--- config.mk ---
export PLATFORM = sky130hd
export DESIGN_NAME = running_statistics_accumulator_core_flat
export DESIGN_NICKNAME = d
export VERILOG_FILES = /design/src/hdl/rsa_pkg.sv /design/src/hdl/rsa_if.sv /design/src/hdl/rsa_div.sv /design/src/hdl/rsa_datapath.sv /design/src/hdl/rsa_ctrl.sv /design/src/hdl/running_statistics_accumulator_core.sv /design/src/flat_wrapper.sv
export SDC_FILE = /design/constraint.sdc
export NUM_CORES = 2
export LEC_CHECK = 0
export BUFFER_PORTS_ARGS = -buffer_cell sky130_fd_sc_hd__buf_2
export CAP_MARGIN = 20
export CORE_UTILIZATION = 30
export CTS_CLUSTER_SIZE = 20
export DETAILED_ROUTE_END_ITERATION = 16
export PLACE_DENSITY = 0.5
export SKIP_CTS_REPAIR_TIMING = 1
export SYNTH_ARGS = -nofsm -noshare
export SYNTH_HDL_FRONTEND = slang
export SYNTH_SLANG_ARGS = --single-unit
--- constraint.sdc ---
create_clock -name i_clk -period 28.7 [get_ports i_clk]
set_input_delay 2.87 -clock i_clk [delete_from_list [all_inputs] [get_ports i_clk]]
set_output_delay 2.87 -clock i_clk [all_outputs]
set_load 0.005 [all_outputs]
--- src/hdl/rsa_pkg.sv ---
// ----------------------------------------------------------------------------
// rsa_pkg
// Shared widths, codes and control/status types of the running statistics
// accumulator.
// ----------------------------------------------------------------------------
package rsa_pkg;

    // field widths
    localparam int SAMPLE_W  = 16;
    localparam int COUNT_W   = 24;
    localparam int FRAC_W    = 8;
    localparam int SUM_W     = 40;
    localparam int SQ_W      = 56;
    localparam int MINMAX_W  = 16;
    localparam int MEAN_W    = 24;
    localparam int VAR_W     = 40;
    localparam int DEV_W     = 24;
    localparam int PCT_W     = 15;
    localparam int FEAT_W    = 5;

    // configuration port
    localparam int CFG_W     = 16;
    localparam int CFG_IDX_W = 2;

    // datapath widths
    localparam int PROD_W    = COUNT_W + SQ_W;           // n*sumsq and sum^2
    localparam int DNUM_W    = PROD_W + FRAC_W;          // divider dividend
    localparam int DEN_W     = 2 * COUNT_W;              // n*(n-1)
    localparam int MNUM_W    = SUM_W + FRAC_W + 1;       // |sum|<<F + n/2
    localparam int PCT_MUL_W = COUNT_W + 7;              // count*100
    localparam int PNUM_W    = PCT_MUL_W + FRAC_W;
    localparam int DSTEP_W   = $clog2(DNUM_W + 1);
    localparam int STEP_W    = $clog2(SUM_W + 1);
    localparam int PCT_SCALE = 100;

    // feature enable bits
    localparam int FE_MIN  = 0;
    localparam int FE_MAX  = 1;
    localparam int FE_DEV  = 2;
    localparam int FE_VAR  = 3;
    localparam int FE_PCT  = 4;

    // input operation codes
    localparam logic OP_ADD   = 1'b0;
    localparam logic OP_CLEAR = 1'b1;

    typedef enum logic [CFG_IDX_W-1:0] {
        REG_FEATURE   = 2'd0,
        REG_MATCH_EN  = 2'd1,
        REG_MATCH_VAL = 2'd2
    } t_reg_idx;

    typedef enum logic [1:0] {
        DIV_VAR  = 2'd0,
        DIV_PCT  = 2'd1,
        DIV_MEAN = 2'd2
    } t_div_sel;

    typedef enum logic [3:0] {
        S_IDLE,
        S_CHECK,
        S_MUL_A,
        S_MUL_B_GO,
        S_MUL_B,
        S_VAR_GO,
        S_VAR_DIV,
        S_VAR_DONE,
        S_SQRT,
        S_DEV_DONE,
        S_PCT_CHECK,
        S_PCT_DIV,
        S_MEAN_GO,
        S_MEAN_DIV,
        S_DONE
    } t_state;

    typedef struct packed {
        logic     accept;
        logic     mul_load_a;
        logic     mul_load_b;
        logic     mul_step;
        logic     div_start;
        t_div_sel div_sel;
        logic     var_store;
        logic     sqrt_load;
        logic     sqrt_step;
        logic     dev_store;
        logic     pct_store;
        logic     mean_store;
        logic     out_load;
    } t_cmd;

    typedef struct packed {
        logic in_op;
        logic cnt_full;
        logic need_var;
        logic need_dev;
        logic need_pct;
        logic div_busy;
        logic out_free;
    } t_status;

endpackage

--- src/hdl/rsa_if.sv ---
// ----------------------------------------------------------------------------
// rsa_in_if / rsa_out_if
// Valid/ready channels for sample beats and result beats.
// ----------------------------------------------------------------------------
interface rsa_in_if;
    logic                 valid;
    logic                 ready;
    logic                 op;
    logic signed [15:0]   sample;

    modport source (output valid, output op, output sample, input ready);
    modport sink   (input valid, input op, input sample, output ready);
endinterface

interface rsa_out_if;
    logic                 valid;
    logic                 ready;
    logic signed [15:0]   min_value;
    logic signed [15:0]   max_value;
    logic signed [23:0]   mean_value;
    logic        [39:0]   variance_value;
    logic        [23:0]   deviation_value;
    logic        [23:0]   match_count;
    logic        [14:0]   match_percent;
    logic        [23:0]   samples_seen;
    logic                 saturated;

    modport source (output valid, output min_value, output max_value, output mean_value,
                    output variance_value, output deviation_value, output match_count,
                    output match_percent, output samples_seen, output saturated,
                    input ready);
    modport sink   (input valid, input min_value, input max_value, input mean_value,
                    input variance_value, input deviation_value, input match_count,
                    input match_percent, input samples_seen, input saturated,
                    output ready);
endinterface

--- src/hdl/rsa_div.sv ---
// ----------------------------------------------------------------------------
// rsa_div
// Serial restoring divider, one quotient bit per cycle, shared by variance,
// percentage and mean. Keeps the low quotient bits and a sticky overflow.
// ----------------------------------------------------------------------------
module rsa_div (
    input  logic                        i_clk,
    input  logic                        i_rst_n,
    input  logic                        i_start,
    input  logic [rsa_pkg::DNUM_W-1:0]  i_num,
    input  logic [rsa_pkg::DEN_W-1:0]   i_den,
    input  logic [rsa_pkg::DSTEP_W-1:0] i_steps,
    output logic                        o_busy,
    output logic [rsa_pkg::VAR_W-1:0]   o_quot,
    output logic                        o_ovf
);
    import rsa_pkg::*;

    logic                r_busy;
    logic [DSTEP_W-1:0]  r_cnt;
    logic [DNUM_W-1:0]   r_num;
    logic [DEN_W-1:0]    r_den;
    logic [DEN_W-1:0]    r_rem;
    logic [VAR_W-1:0]    r_quot;
    logic                r_ovf;

    logic [DEN_W:0]      trial;
    logic                ge;
    logic [DEN_W:0]      diff;

    // one trial subtraction
    always_comb begin
        trial = {r_rem, r_num[DNUM_W-1]};
        ge    = (trial >= {1'b0, r_den});
        diff  = trial - {1'b0, r_den};
    end

    // control
    always_ff @(posedge i_clk) begin
        if (!i_rst_n) begin
            r_busy <= 1'b0;
            r_cnt  <= '0;
        end else if (i_start) begin
            r_busy <= 1'b1;
            r_cnt  <= i_steps;
        end else if (r_busy) begin
            r_cnt <= r_cnt - 1'b1;
            if (r_cnt == DSTEP_W'(1)) begin
                r_busy <= 1'b0;
            end
        end
    end

    // payload
    always_ff @(posedge i_clk) begin
        if (i_start) begin
            r_num  <= i_num;
            r_den  <= i_den;
            r_rem  <= '0;
            r_quot <= '0;
            r_ovf  <= 1'b0;
        end else if (r_busy) begin
            r_num  <= {r_num[DNUM_W-2:0], 1'b0};
            r_rem  <= ge ? diff[DEN_W-1:0] : trial[DEN_W-1:0];
            r_quot <= {r_quot[VAR_W-2:0], ge};
            r_ovf  <= r_ovf | r_quot[VAR_W-1];
        end
    end

    assign o_busy = r_busy;
    assign o_quot = r_quot;
    assign o_ovf  = r_ovf;

endmodule

--- src/hdl/rsa_datapath.sv ---
// ----------------------------------------------------------------------------
// rsa_datapath
// Statistics state, configuration, shift-add multiplier, serial square root,
// shared divider and the output register.
// ----------------------------------------------------------------------------
module rsa_datapath (
    input  logic                          i_clk,
    input  logic                          i_rst_n,
    input  rsa_pkg::t_cmd                 i_cmd,
    output rsa_pkg::t_status              o_status,
    input  logic                          i_in_op,
    input  logic signed [rsa_pkg::SAMPLE_W-1:0] i_in_sample,
    input  logic                          i_cfg_we,
    input  logic [rsa_pkg::CFG_IDX_W-1:0] i_cfg_idx,
    input  logic [rsa_pkg::CFG_W-1:0]     i_cfg_data,
    output logic                          o_res_valid,
    input  logic                          i_res_ready,
    output logic signed [rsa_pkg::MINMAX_W-1:0] o_min_value,
    output logic signed [rsa_pkg::MINMAX_W-1:0] o_max_value,
    output logic signed [rsa_pkg::MEAN_W-1:0]   o_mean_value,
    output logic [rsa_pkg::VAR_W-1:0]     o_variance_value,
    output logic [rsa_pkg::DEV_W-1:0]     o_deviation_value,
    output logic [rsa_pkg::COUNT_W-1:0]   o_match_count,
    output logic [rsa_pkg::PCT_W-1:0]     o_match_percent,
    output logic [rsa_pkg::COUNT_W-1:0]   o_samples_seen,
    output logic                          o_saturated
);
    import rsa_pkg::*;

    // configuration
    logic [FEAT_W-1:0]          r_fe;
    logic                       r_me;
    logic signed [CFG_W-1:0]    r_mv;

    // statistics
    logic [COUNT_W-1:0]         r_cnt;
    logic signed [SUM_W-1:0]    r_sum;
    logic [SQ_W-1:0]            r_sq;
    logic signed [MINMAX_W-1:0] r_min;
    logic signed [MINMAX_W-1:0] r_max;
    logic [COUNT_W-1:0]         r_mcnt;
    logic [VAR_W-1:0]           r_var;
    logic [DEV_W-1:0]           r_dev;
    logic [PCT_W-1:0]           r_pct;
    logic                       r_full;
    logic signed [MEAN_W-1:0]   r_mean;

    // multiplier
    logic [PROD_W-1:0]          r_mul_acc;
    logic [SQ_W-1:0]            r_mul_a;
    logic [SUM_W-1:0]           r_mul_b;
    logic [PROD_W-1:0]          r_prod_a;
    logic [DEN_W-1:0]           r_den;

    // square root
    logic [2*DEV_W-1:0]         r_sr_x;
    logic [DEV_W+1:0]           r_sr_rem;
    logic [DEV_W-1:0]           r_sr_root;

    // output register
    logic                       r_out_valid;

    logic [COUNT_W-1:0]         n_cnt;
    logic signed [SUM_W-1:0]    x_ext;
    logic signed [2*SAMPLE_W-1:0] x_sq;
    logic                       is_match;
    logic [SUM_W-1:0]           sum_mag;
    logic [COUNT_W-1:0]         cnt_m1;
    logic [DEN_W-1:0]           den_c;
    logic [PROD_W:0]            vdiff;
    logic [PROD_W-1:0]          vnum;
    logic [MNUM_W-1:0]          mnum;
    logic [PCT_MUL_W-1:0]       pmul;
    logic [PNUM_W-1:0]          pnum;
    logic [DNUM_W-1:0]          div_num;
    logic [DEN_W-1:0]           div_den;
    logic [DSTEP_W-1:0]         div_steps;
    logic                       div_busy;
    logic [VAR_W-1:0]           div_q;
    logic                       div_ovf;
    logic [VAR_W-1:0]           v_sat;
    logic [DEV_W+3:0]           sr_t;
    logic [DEV_W+3:0]           sr_trial;
    logic [VAR_W-1:0]           half;
    logic signed [MEAN_W-1:0]   mean_c;
    logic                       sum_neg;

    // sample side terms
    always_comb begin
        n_cnt    = r_cnt + 1'b1;
        x_ext    = SUM_W'(i_in_sample);
        x_sq     = i_in_sample * i_in_sample;
        is_match = r_me && (i_in_sample == r_mv);
        sum_neg  = r_sum[SUM_W-1];
        sum_mag  = sum_neg ? SUM_W'(-r_sum) : SUM_W'(r_sum);
        cnt_m1   = r_cnt - 1'b1;
        den_c    = r_cnt * cnt_m1;
    end

    // divider operand select
    always_comb begin
        vdiff = {1'b0, r_prod_a} - {1'b0, r_mul_acc};
        vnum  = vdiff[PROD_W] ? '0 : vdiff[PROD_W-1:0];
        mnum  = {1'b0, sum_mag, {FRAC_W{1'b0}}} + MNUM_W'(r_cnt >> 1);
        pmul  = PCT_MUL_W'(r_mcnt) * PCT_MUL_W'(PCT_SCALE);
        pnum  = {pmul, {FRAC_W{1'b0}}};
        unique case (i_cmd.div_sel)
            DIV_VAR: begin
                div_num   = {vnum, {FRAC_W{1'b0}}};
                div_den   = r_den;
                div_steps = DSTEP_W'(DNUM_W);
            end
            DIV_PCT: begin
                div_num   = {pnum, {(DNUM_W-PNUM_W){1'b0}}};
                div_den   = DEN_W'(r_cnt);
                div_steps = DSTEP_W'(PNUM_W);
            end
            DIV_MEAN: begin
                div_num   = {mnum, {(DNUM_W-MNUM_W){1'b0}}};
                div_den   = DEN_W'(r_cnt);
                div_steps = DSTEP_W'(MNUM_W);
            end
            default: begin
                div_num   = '0;
                div_den   = DEN_W'(r_cnt);
                div_steps = '0;
            end
        endcase
    end

    rsa_div u_div (
        .i_clk   (i_clk),
        .i_rst_n (i_rst_n),
        .i_start (i_cmd.div_start),
        .i_num   (div_num),
        .i_den   (div_den),
        .i_steps (div_steps),
        .o_busy  (div_busy),
        .o_quot  (div_q),
        .o_ovf   (div_ovf)
    );

    // quotient post-processing: variance clamp and rounded, clamped mean
    always_comb begin
        v_sat = div_ovf ? '1 : div_q;
        half  = VAR_W'(1) << (MEAN_W - 1);
        if (div_ovf || div_q > half) begin
            mean_c = sum_neg ? {1'b1, {(MEAN_W-1){1'b0}}} : {1'b0, {(MEAN_W-1){1'b1}}};
        end else if (div_q == half) begin
            mean_c = sum_neg ? {1'b1, {(MEAN_W-1){1'b0}}} : {1'b0, {(MEAN_W-1){1'b1}}};
        end else begin
            mean_c = sum_neg ? -div_q[MEAN_W-1:0] : div_q[MEAN_W-1:0];
        end
    end

    // square root digit step
    always_comb begin
        sr_t     = {r_sr_rem, r_sr_x[2*DEV_W-1 -: 2]};
        sr_trial = {2'b00, r_sr_root, 2'b01};
    end

    // configuration writes
    always_ff @(posedge i_clk) begin
        if (!i_rst_n) begin
            r_fe <= '0;
            r_me <= 1'b0;
            r_mv <= '0;
        end else if (i_cfg_we) begin
            unique case (t_reg_idx'(i_cfg_idx))
                REG_FEATURE:   r_fe <= i_cfg_data[FEAT_W-1:0];
                REG_MATCH_EN:  r_me <= i_cfg_data[0];
                REG_MATCH_VAL: r_mv <= i_cfg_data;
                default: ;
            endcase
        end
    end

    // statistics state
    always_ff @(posedge i_clk) begin
        if (!i_rst_n) begin
            r_cnt  <= '0;
            r_sum  <= '0;
            r_sq   <= '0;
            r_min  <= '0;
            r_max  <= '0;
            r_mcnt <= '0;
            r_var  <= '0;
            r_dev  <= '0;
            r_pct  <= '0;
            r_full <= 1'b0;
            r_mean <= '0;
        end else begin
            if (i_cmd.accept) begin
                if (i_in_op == OP_CLEAR) begin
                    r_cnt  <= '0;
                    r_sum  <= '0;
                    r_sq   <= '0;
                    r_min  <= '0;
                    r_max  <= '0;
                    r_mcnt <= '0;
                    r_var  <= '0;
                    r_dev  <= '0;
                    r_pct  <= '0;
                    r_full <= 1'b0;
                    r_mean <= '0;
                end else if (&r_cnt) begin
                    r_full <= 1'b1;
                end else begin
                    r_cnt <= n_cnt;
                    r_sum <= r_sum + x_ext;
                    r_sq  <= r_sq + SQ_W'(unsigned'(x_sq));
                    if (is_match) begin
                        r_mcnt <= r_mcnt + 1'b1;
                    end
                    if (r_fe[FE_MIN]) begin
                        r_min <= (r_cnt != '0 && r_min < i_in_sample) ? r_min : i_in_sample;
                    end
                    if (r_fe[FE_MAX]) begin
                        r_max <= (r_cnt != '0 && r_max > i_in_sample) ? r_max : i_in_sample;
                    end
                end
            end
            if (i_cmd.var_store && r_fe[FE_VAR]) begin
                r_var <= v_sat;
            end
            if (i_cmd.dev_store) begin
                r_dev <= r_sr_root;
            end
            if (i_cmd.pct_store) begin
                r_pct <= div_q[PCT_W-1:0];
            end
            if (i_cmd.mean_store) begin
                r_mean <= mean_c;
            end
        end
    end

    // shift-add multiplier and square root working registers
    always_ff @(posedge i_clk) begin
        if (i_cmd.mul_load_a) begin
            r_mul_acc <= '0;
            r_mul_a   <= r_sq;
            r_mul_b   <= {r_cnt, {(SUM_W-COUNT_W){1'b0}}};
        end else if (i_cmd.mul_load_b) begin
            r_prod_a  <= r_mul_acc;
            r_den     <= den_c;
            r_mul_acc <= '0;
            r_mul_a   <= SQ_W'(sum_mag);
            r_mul_b   <= sum_mag;
        end else if (i_cmd.mul_step) begin
            r_mul_acc <= {r_mul_acc[PROD_W-2:0], 1'b0}
                         + (r_mul_b[SUM_W-1] ? PROD_W'(r_mul_a) : '0);
            r_mul_b   <= {r_mul_b[SUM_W-2:0], 1'b0};
        end
        if (i_cmd.sqrt_load) begin
            r_sr_x    <= {v_sat, {FRAC_W{1'b0}}};
            r_sr_rem  <= '0;
            r_sr_root <= '0;
        end else if (i_cmd.sqrt_step) begin
            r_sr_x <= {r_sr_x[2*DEV_W-3:0], 2'b00};
            if (sr_t >= sr_trial) begin
                r_sr_rem  <= (DEV_W+2)'(sr_t - sr_trial);
                r_sr_root <= {r_sr_root[DEV_W-2:0], 1'b1};
            end else begin
                r_sr_rem  <= sr_t[DEV_W+1:0];
                r_sr_root <= {r_sr_root[DEV_W-2:0], 1'b0};
            end
        end
    end

    // result register
    always_ff @(posedge i_clk) begin
        if (!i_rst_n) begin
            r_out_valid <= 1'b0;
        end else if (i_cmd.out_load) begin
            r_out_valid <= 1'b1;
        end else if (i_res_ready) begin
            r_out_valid <= 1'b0;
        end
    end

    always_ff @(posedge i_clk) begin
        if (i_cmd.out_load) begin
            o_min_value       <= r_fe[FE_MIN] ? r_min : '0;
            o_max_value       <= r_fe[FE_MAX] ? r_max : '0;
            o_mean_value      <= r_mean;
            o_variance_value  <= r_fe[FE_VAR] ? r_var : '0;
            o_deviation_value <= r_fe[FE_DEV] ? r_dev : '0;
            o_match_count     <= r_mcnt;
            o_match_percent   <= r_fe[FE_PCT] ? r_pct : '0;
            o_samples_seen    <= r_cnt;
            o_saturated       <= r_full;
        end
    end

    assign o_res_valid = r_out_valid;

    // status to the controller
    always_comb begin
        o_status.in_op    = i_in_op;
        o_status.cnt_full = &r_cnt;
        o_status.need_var = (r_cnt > COUNT_W'(1)) && (r_fe[FE_VAR] || r_fe[FE_DEV]);
        o_status.need_dev = r_fe[FE_DEV];
        o_status.need_pct = r_fe[FE_PCT] && r_me;
        o_status.div_busy = div_busy;
        o_status.out_free = !r_out_valid || i_res_ready;
    end

endmodule

--- src/hdl/rsa_ctrl.sv ---
// ----------------------------------------------------------------------------
// rsa_ctrl
// Sequencer: steps the multiplier, divider and square root for one beat and
// hands the result to the output register.
// ----------------------------------------------------------------------------
module rsa_ctrl (
    input  logic             i_clk,
    input  logic             i_rst_n,
    input  logic             i_in_valid,
    output logic             o_in_ready,
    input  rsa_pkg::t_status i_status,
    output rsa_pkg::t_cmd    o_cmd
);
    import rsa_pkg::*;

    t_state             r_state, n_state;
    logic [STEP_W-1:0]  r_step, n_step;
    logic               fire;

    assign fire = i_in_valid && (r_state == S_IDLE);

    always_ff @(posedge i_clk) begin
        if (!i_rst_n) begin
            r_state <= S_IDLE;
            r_step  <= '0;
        end else begin
            r_state <= n_state;
            r_step  <= n_step;
        end
    end

    // next state
    always_comb begin
        n_state = r_state;
        n_step  = r_step;
        unique case (r_state)
            S_IDLE: begin
                if (fire) begin
                    n_state = (i_status.in_op == OP_CLEAR || i_status.cnt_full) ?
                              S_DONE : S_CHECK;
                end
            end
            S_CHECK: begin
                if (i_status.need_var) begin
                    n_state = S_MUL_A;
                    n_step  = STEP_W'(COUNT_W - 1);
                end else begin
                    n_state = S_PCT_CHECK;
                end
            end
            S_MUL_A: begin
                if (r_step == '0) n_state = S_MUL_B_GO;
                else              n_step  = r_step - 1'b1;
            end
            S_MUL_B_GO: begin
                n_state = S_MUL_B;
                n_step  = STEP_W'(SUM_W - 1);
            end
            S_MUL_B: begin
                if (r_step == '0) n_state = S_VAR_GO;
                else              n_step  = r_step - 1'b1;
            end
            S_VAR_GO:  n_state = S_VAR_DIV;
            S_VAR_DIV: begin
                if (!i_status.div_busy) n_state = S_VAR_DONE;
            end
            S_VAR_DONE: begin
                if (i_status.need_dev) begin
                    n_state = S_SQRT;
                    n_step  = STEP_W'(DEV_W - 1);
                end else begin
                    n_state = S_PCT_CHECK;
                end
            end
            S_SQRT: begin
                if (r_step == '0) n_state = S_DEV_DONE;
                else              n_step  = r_step - 1'b1;
            end
            S_DEV_DONE:  n_state = S_PCT_CHECK;
            S_PCT_CHECK: n_state = i_status.need_pct ? S_PCT_DIV : S_MEAN_GO;
            S_PCT_DIV: begin
                if (!i_status.div_busy) n_state = S_MEAN_GO;
            end
            S_MEAN_GO:  n_state = S_MEAN_DIV;
            S_MEAN_DIV: begin
                if (!i_status.div_busy) n_state = S_DONE;
            end
            S_DONE: begin
                if (i_status.out_free) n_state = S_IDLE;
            end
            default: n_state = S_IDLE;
        endcase
    end

    // commands
    always_comb begin
        o_cmd         = '0;
        o_cmd.div_sel = DIV_MEAN;
        o_in_ready    = (r_state == S_IDLE);
        unique case (r_state)
            S_IDLE:     o_cmd.accept = fire;
            S_CHECK:    o_cmd.mul_load_a = i_status.need_var;
            S_MUL_A:    o_cmd.mul_step = 1'b1;
            S_MUL_B_GO: o_cmd.mul_load_b = 1'b1;
            S_MUL_B:    o_cmd.mul_step = 1'b1;
            S_VAR_GO: begin
                o_cmd.div_start = 1'b1;
                o_cmd.div_sel   = DIV_VAR;
            end
            S_VAR_DIV:  o_cmd.div_sel = DIV_VAR;
            S_VAR_DONE: begin
                o_cmd.var_store = 1'b1;
                o_cmd.sqrt_load = i_status.need_dev;
            end
            S_SQRT:     o_cmd.sqrt_step = 1'b1;
            S_DEV_DONE: o_cmd.dev_store = 1'b1;
            S_PCT_CHECK: begin
                o_cmd.div_start = i_status.need_pct;
                o_cmd.div_sel   = DIV_PCT;
            end
            S_PCT_DIV: begin
                o_cmd.div_sel   = DIV_PCT;
                o_cmd.pct_store = !i_status.div_busy;
            end
            S_MEAN_GO:  o_cmd.div_start = 1'b1;
            S_MEAN_DIV: o_cmd.mean_store = !i_status.div_busy;
            S_DONE:     o_cmd.out_load = i_status.out_free;
            default: ;
        endcase
    end

endmodule

--- src/hdl/running_statistics_accumulator_core.sv ---
// A clear beat, or a sample on a full counter, goes straight to the result
// register; any other sample passes the mean division, and with variance,
// deviation and percentage also the shift-add multiplier (64 steps) and the
// serial divider (one quotient bit per cycle, up to 88 bits).
// One beat at a time: the next beat is taken the cycle after the result loads.
// Reset (synchronous, active low) zeroes configuration and all statistics.
// ----------------------------------------------------------------------------
// running_statistics_accumulator_core
// Running mean, sample variance, deviation, min/max and match count over a
// stream of signed samples.
// ----------------------------------------------------------------------------
module running_statistics_accumulator_core (
    input  logic                          i_clk,
    input  logic                          i_rst_n,
    rsa_in_if.sink                        i_item,
    rsa_out_if.source                     o_result,
    input  logic                          i_cfg_we,
    input  logic [rsa_pkg::CFG_IDX_W-1:0] i_cfg_idx,
    input  logic [rsa_pkg::CFG_W-1:0]     i_cfg_data
);
    import rsa_pkg::*;

    t_cmd    cmd;
    t_status status;

    rsa_ctrl u_ctrl (
        .i_clk      (i_clk),
        .i_rst_n    (i_rst_n),
        .i_in_valid (i_item.valid),
        .o_in_ready (i_item.ready),
        .i_status   (status),
        .o_cmd      (cmd)
    );

    rsa_datapath u_dp (
        .i_clk             (i_clk),
        .i_rst_n           (i_rst_n),
        .i_cmd             (cmd),
        .o_status          (status),
        .i_in_op           (i_item.op),
        .i_in_sample       (i_item.sample),
        .i_cfg_we          (i_cfg_we),
        .i_cfg_idx         (i_cfg_idx),
        .i_cfg_data        (i_cfg_data),
        .o_res_valid       (o_result.valid),
        .i_res_ready       (o_result.ready),
        .o_min_value       (o_result.min_value),
        .o_max_value       (o_result.max_value),
        .o_mean_value      (o_result.mean_value),
        .o_variance_value  (o_result.variance_value),
        .o_deviation_value (o_result.deviation_value),
        .o_match_count     (o_result.match_count),
        .o_match_percent   (o_result.match_percent),
        .o_samples_seen    (o_result.samples_seen),
        .o_saturated       (o_result.saturated)
    );

endmodule

--- src/flat_wrapper.sv ---
// flat-port wrapper written by rule: the top's interface ports become plain ports
module running_statistics_accumulator_core_flat import rsa_pkg::*;
  (i_clk, i_rst_n, i_cfg_we, i_cfg_idx, i_cfg_data, i_item_valid, i_item_op, i_item_sample, i_item_ready, o_result_valid, o_result_min_value, o_result_max_value, o_result_mean_value, o_result_variance_value, o_result_deviation_value, o_result_match_count, o_result_match_percent, o_result_samples_seen, o_result_saturated, o_result_ready);
  rsa_in_if i_item_i ();
  rsa_out_if o_result_i ();
  input  logic i_clk;
  input  logic i_rst_n;
  input  logic i_cfg_we;
  input  logic [rsa_pkg::CFG_IDX_W-1:0] i_cfg_idx;
  input  logic [rsa_pkg::CFG_W-1:0] i_cfg_data;
  input wire logic [$bits(i_item_i.valid)-1:0] i_item_valid;
  input wire logic [$bits(i_item_i.op)-1:0] i_item_op;
  input wire logic [$bits(i_item_i.sample)-1:0] i_item_sample;
  output wire logic [$bits(i_item_i.ready)-1:0] i_item_ready;
  output wire logic [$bits(o_result_i.valid)-1:0] o_result_valid;
  output wire logic [$bits(o_result_i.min_value)-1:0] o_result_min_value;
  output wire logic [$bits(o_result_i.max_value)-1:0] o_result_max_value;
  output wire logic [$bits(o_result_i.mean_value)-1:0] o_result_mean_value;
  output wire logic [$bits(o_result_i.variance_value)-1:0] o_result_variance_value;
  output wire logic [$bits(o_result_i.deviation_value)-1:0] o_result_deviation_value;
  output wire logic [$bits(o_result_i.match_count)-1:0] o_result_match_count;
  output wire logic [$bits(o_result_i.match_percent)-1:0] o_result_match_percent;
  output wire logic [$bits(o_result_i.samples_seen)-1:0] o_result_samples_seen;
  output wire logic [$bits(o_result_i.saturated)-1:0] o_result_saturated;
  input wire logic [$bits(o_result_i.ready)-1:0] o_result_ready;
  assign i_item_i.valid = i_item_valid;
  assign i_item_i.op = i_item_op;
  assign i_item_i.sample = i_item_sample;
  assign i_item_ready = i_item_i.ready;
  assign o_result_valid = o_result_i.valid;
  assign o_result_min_value = o_result_i.min_value;
  assign o_result_max_value = o_result_i.max_value;
  assign o_result_mean_value = o_result_i.mean_value;
  assign o_result_variance_value = o_result_i.variance_value;
  assign o_result_deviation_value = o_result_i.deviation_value;
  assign o_result_match_count = o_result_i.match_count;
  assign o_result_match_percent = o_result_i.match_percent;
  assign o_result_samples_seen = o_result_i.samples_seen;
  assign o_result_saturated = o_result_i.saturated;
  assign o_result_i.ready = o_result_ready;
  running_statistics_accumulator_core u_core (.i_clk(i_clk), .i_rst_n(i_rst_n), .i_item(i_item_i), .o_result(o_result_i), .i_cfg_we(i_cfg_we), .i_cfg_idx(i_cfg_idx), .i_cfg_data(i_cfg_data));
endmodule
==> flow_metrics.tcl <==
set metrics [dict create \
    cts_max_level 4 \
    hold_violations 0 \
    setup_violations 0 \
    grt_pass1_wl_um 436000 \
    synthesis.area_sq_um 92500 \
    r2r_end "u_core.u_dp.r_den[47]" \
    fin_crit_ps 12090 \
    pwr-share-clk_pct 17.5 \
    track_usage_pct 18.0 \
    syn-instance-count 10100 \
    finalCritPeriodShare_pct 42.1 \
    min_from "u_core.u_dp.r_mean[11]" \
    wl_met1_um 128000 \
    grt_pass1_vias 72300 \
    setup_slack_ps 16610 \
    ctsRootBufferMaster "clkbuf_16" \
    gr-total-overflow 0 \
    multiInputGateArea_sq_um 58100 \
    worstPathRequired_ps 29240 \
    ys_warn_count 0 \
    start_kind "register" \
    row_count 203 \
    p_total_w 0.0104 \
    io_buffers 225 \
    mostFrequentLayoutCells "inv_1 (1218), nor2_1 (778), fa_1 (745)" \
    critPathLaunch "u_core.u_dp.r_cnt[2]" \
    wl_met2_um 135000 \
    synthToLayoutAreaGrowth_pct 11.1 \
    cts_buffers 141 \
    vias 70800 \
    drive_above_1_share_pct 6.88 \
    drc 0 \
    peakVddDrop_mv 0.173 \
    initial_utilization_pct 30.2 \
    crit_fanout 36 \
    synthArstFlopShare_pct 0 \
    firstDrtPassIters 6 \
    synth_seq_area_share_pct 30.2 \
    timing.rr.start "u_core.u_dp.r_cnt[2]" \
    crit_slowest_cell "nor4_1" \
    avgSynthCellArea_sq_um 9.19 \
    holdCritPathClass "reg2reg" \
    synth_seq_cells 1115 \
    io_pins 226 \
    dp_hpwl_um 211000 \
    critical_path_class "reg2reg" \
    p_int_w 0.00563 \
    ys_types 107 \
    clock_latency_ps 860 \
    clk_path_buf_depth 4 \
    cts.sinks 1115 \
    outcome "finished, final reports clean" \
    powerDensity_nw_per_um2 101 \
    switching_power_w 0.00474 \
    p_seq_share_pct 21.5 \
    mostFrequentLayoutCell "inv_1" \
    fin_tns_setup_ps 0 \
    nets 11500 \
    final_area_sq_um 103000 \
    power_frac_comb_pct 61.0 \
    max_freq_ghz 0.0827 \
    grt_setup_unrepaired "no" \
    timing.hold.ws_ps 432 \
    final_antenna_net_count 0 \
    place_area_sq_um 98000 \
    worst_pin_slew_ps 1170 \
    cap_violations 0 \
    die_h_um 557 \
    drtIter0Drc 4688 \
    syn_nets 11500 \
    globalplace.congestion 0.890 \
    grt_max_degree 118 \
    slew_headroom_pct 21.6 \
    switching_share_pct 45.7 \
    ff_latch_area_sq_um 27900 \
    critPathMaxStageDelay_ps 680 \
    wl_um 283000 \
    leakagePower_nw 45.0 \
    fin_worst_skew_ps 85.6 \
    cp.arrival_ps 12630 \
    die_w_um 557 \
    clk_pin_slew_ps 60 \
    die_area_sq_um 310000 \
    synthFlopType "edfxtp_1" \
    viasPerCell 4.96 \
    ff2ff_path_depth 37 \
    endpoint "u_core.u_dp.r_den[47]" \
    slew_viol_final 0 \
    pre_cts_ws_ps 15850 \
    core-area_sq_um 306000 \
    wire_per_inst_um 19.8 \
    antenna_found_initial 12 \
    r2r_slack_ps 16610 \
    synth_edf_count 559 \
    top_layer_used "met5" \
    wl_met3_um 11400 \
    final.fill_count 31700 \
    cts_tree "yes" \
    endpoint_kind "register" \
]
==> how the worst min path moves through the flow <==
stage / end / slack [ps] / cells after the start
final: u_core.u_dp.o_mean_value[11] / 430 / 0
after global routing: u_core.u_dp.o_mean_value[18] / 450 / 0
after CTS: u_core.u_dp.o_mean_value[11] / 440 / 0
after detailed placement: u_core.u_dp.o_mean_value[18] / 420 / 0
after global placement: u_core.u_dp.o_saturated / 410 / 0
after floorplan: u_core.u_dp.o_mean_value[11] / 410 / 0
==> critical path, delay by kind of cell, from the launching register on <==
family                   cells  cell delay (ps)
AO/OA/AOI/OAI                8             2480
XOR/XNOR                     1              150
buffers and inverters        9              920
AND/OR/NAND/NOR             10             3300
adder cells (fa/ha/maj)      9             4630
flip-flops                   1              310
==> flip-flops by register name, summed over array words and instances (netlist names), 26 cells and up <==
register                      flops
u_core.u_dp.o_variance_value     40
u_core.u_dp.r_den                47
u_core.u_dp.r_mul_a              56
u_core.u_dp.r_mul_acc            80
u_core.u_dp.r_mul_b              40
u_core.u_dp.r_prod_a             80
u_core.u_dp.r_sq                 56
u_core.u_dp.r_sr_rem             26
u_core.u_dp.r_sr_x               40
u_core.u_dp.r_sum                40
u_core.u_dp.r_var                40
u_core.u_dp.u_div.o_quot         40
u_core.u_dp.u_div.r_den          48
u_core.u_dp.u_div.r_num          80
u_core.u_dp.u_div.r_rem          48
==> cells in the mapped netlist (36+ instances only) <==
cell type	number	area share [%]
edfxtp_1	559	18
nor3_1	103	0.56
a21oi_1	615	3.3
fa_1	745	16
nor2_1	783	3.2
a21boi_0	87	0.71
nand4_1	101	0.68
dfxtp_1	556	12
a31oi_1	47	0.32
nand3_1	243	1.3
a21o_1	270	2.2
nand2b_1	439	3.0
xnor2_1	337	3.2
o31ai_1	68	0.55
o21a_1	49	0.40
a211oi_1	64	0.52
xor2_1	198	1.9
nand2_1	616	2.5
ha_1	695	9.4
clkbuf_1	470	1.9
and2_1	282	1.9
or3_1	42	0.28
mux2i_1	74	0.80
nor2b_1	296	2.0
inv_1	1219	4.9
a22oi_1	57	0.46
and3_1	44	0.30
o21bai_1	69	0.56
a22o_1	36	0.34
o21ai_0	441	2.4
==> logic make-up after synthesis <==
group                      share of synthesized area (%)
xor gates and xnor gates                            5.08
adders and majority gates                           25.5
and+or+nand+nor                                     16.7
AOI/OAI and AO/OA                                   14.3
muxes                                               1.06
buffers and inverters                               7.10
DFF                                                 30.2
==> power groups by stage <==
stage | clock [W] | combinational [W] | sequential (W)
6_report | 0.00181 | 0.00632 | 0.00223
5_1_grt | 0.00192 | 0.00708 | 0.00226
4_1_cts | 0.00186 | 0.00635 | 0.00223
3_5_place_dp | 0 | 0.00631 | 0.00226
3_3_place_gp | 0 | 0.00623 | 0.00226
2_1_floorplan | 0 | 0.00482 | 0.00218
==> metrics by stage <==
stage          cells  util (%)
2_1_floorplan  10100         -
3_3_place_gp   14000      32.0
3_5_place_dp   14000      32.0
4_1_cts        14300      33.5
5_1_grt        14300      33.5
6_report       14300      33.5
==> layout make-up <==
cell class / count / area share, %
clock inverters: 59 / 0.613
multi-input cells: 7207 / 56.6
inverters: 1227 / 4.50
well taps: 4100 / 4.99
clock buffers: 195 / 3.90
diodes: 13 / 0.0317
repair buffers: 361 / 2.14
flip-flops and latches: 1115 / 27.2
==> routing by layer <==
layer  vias up  track usage, %
li1      33800               -
met1     35100            24.0
met2      1479            30.5
met3       372            1.91
met4         6            5.67
met5         -               0
Note: power is estimated with default switching activity, not from simulation.
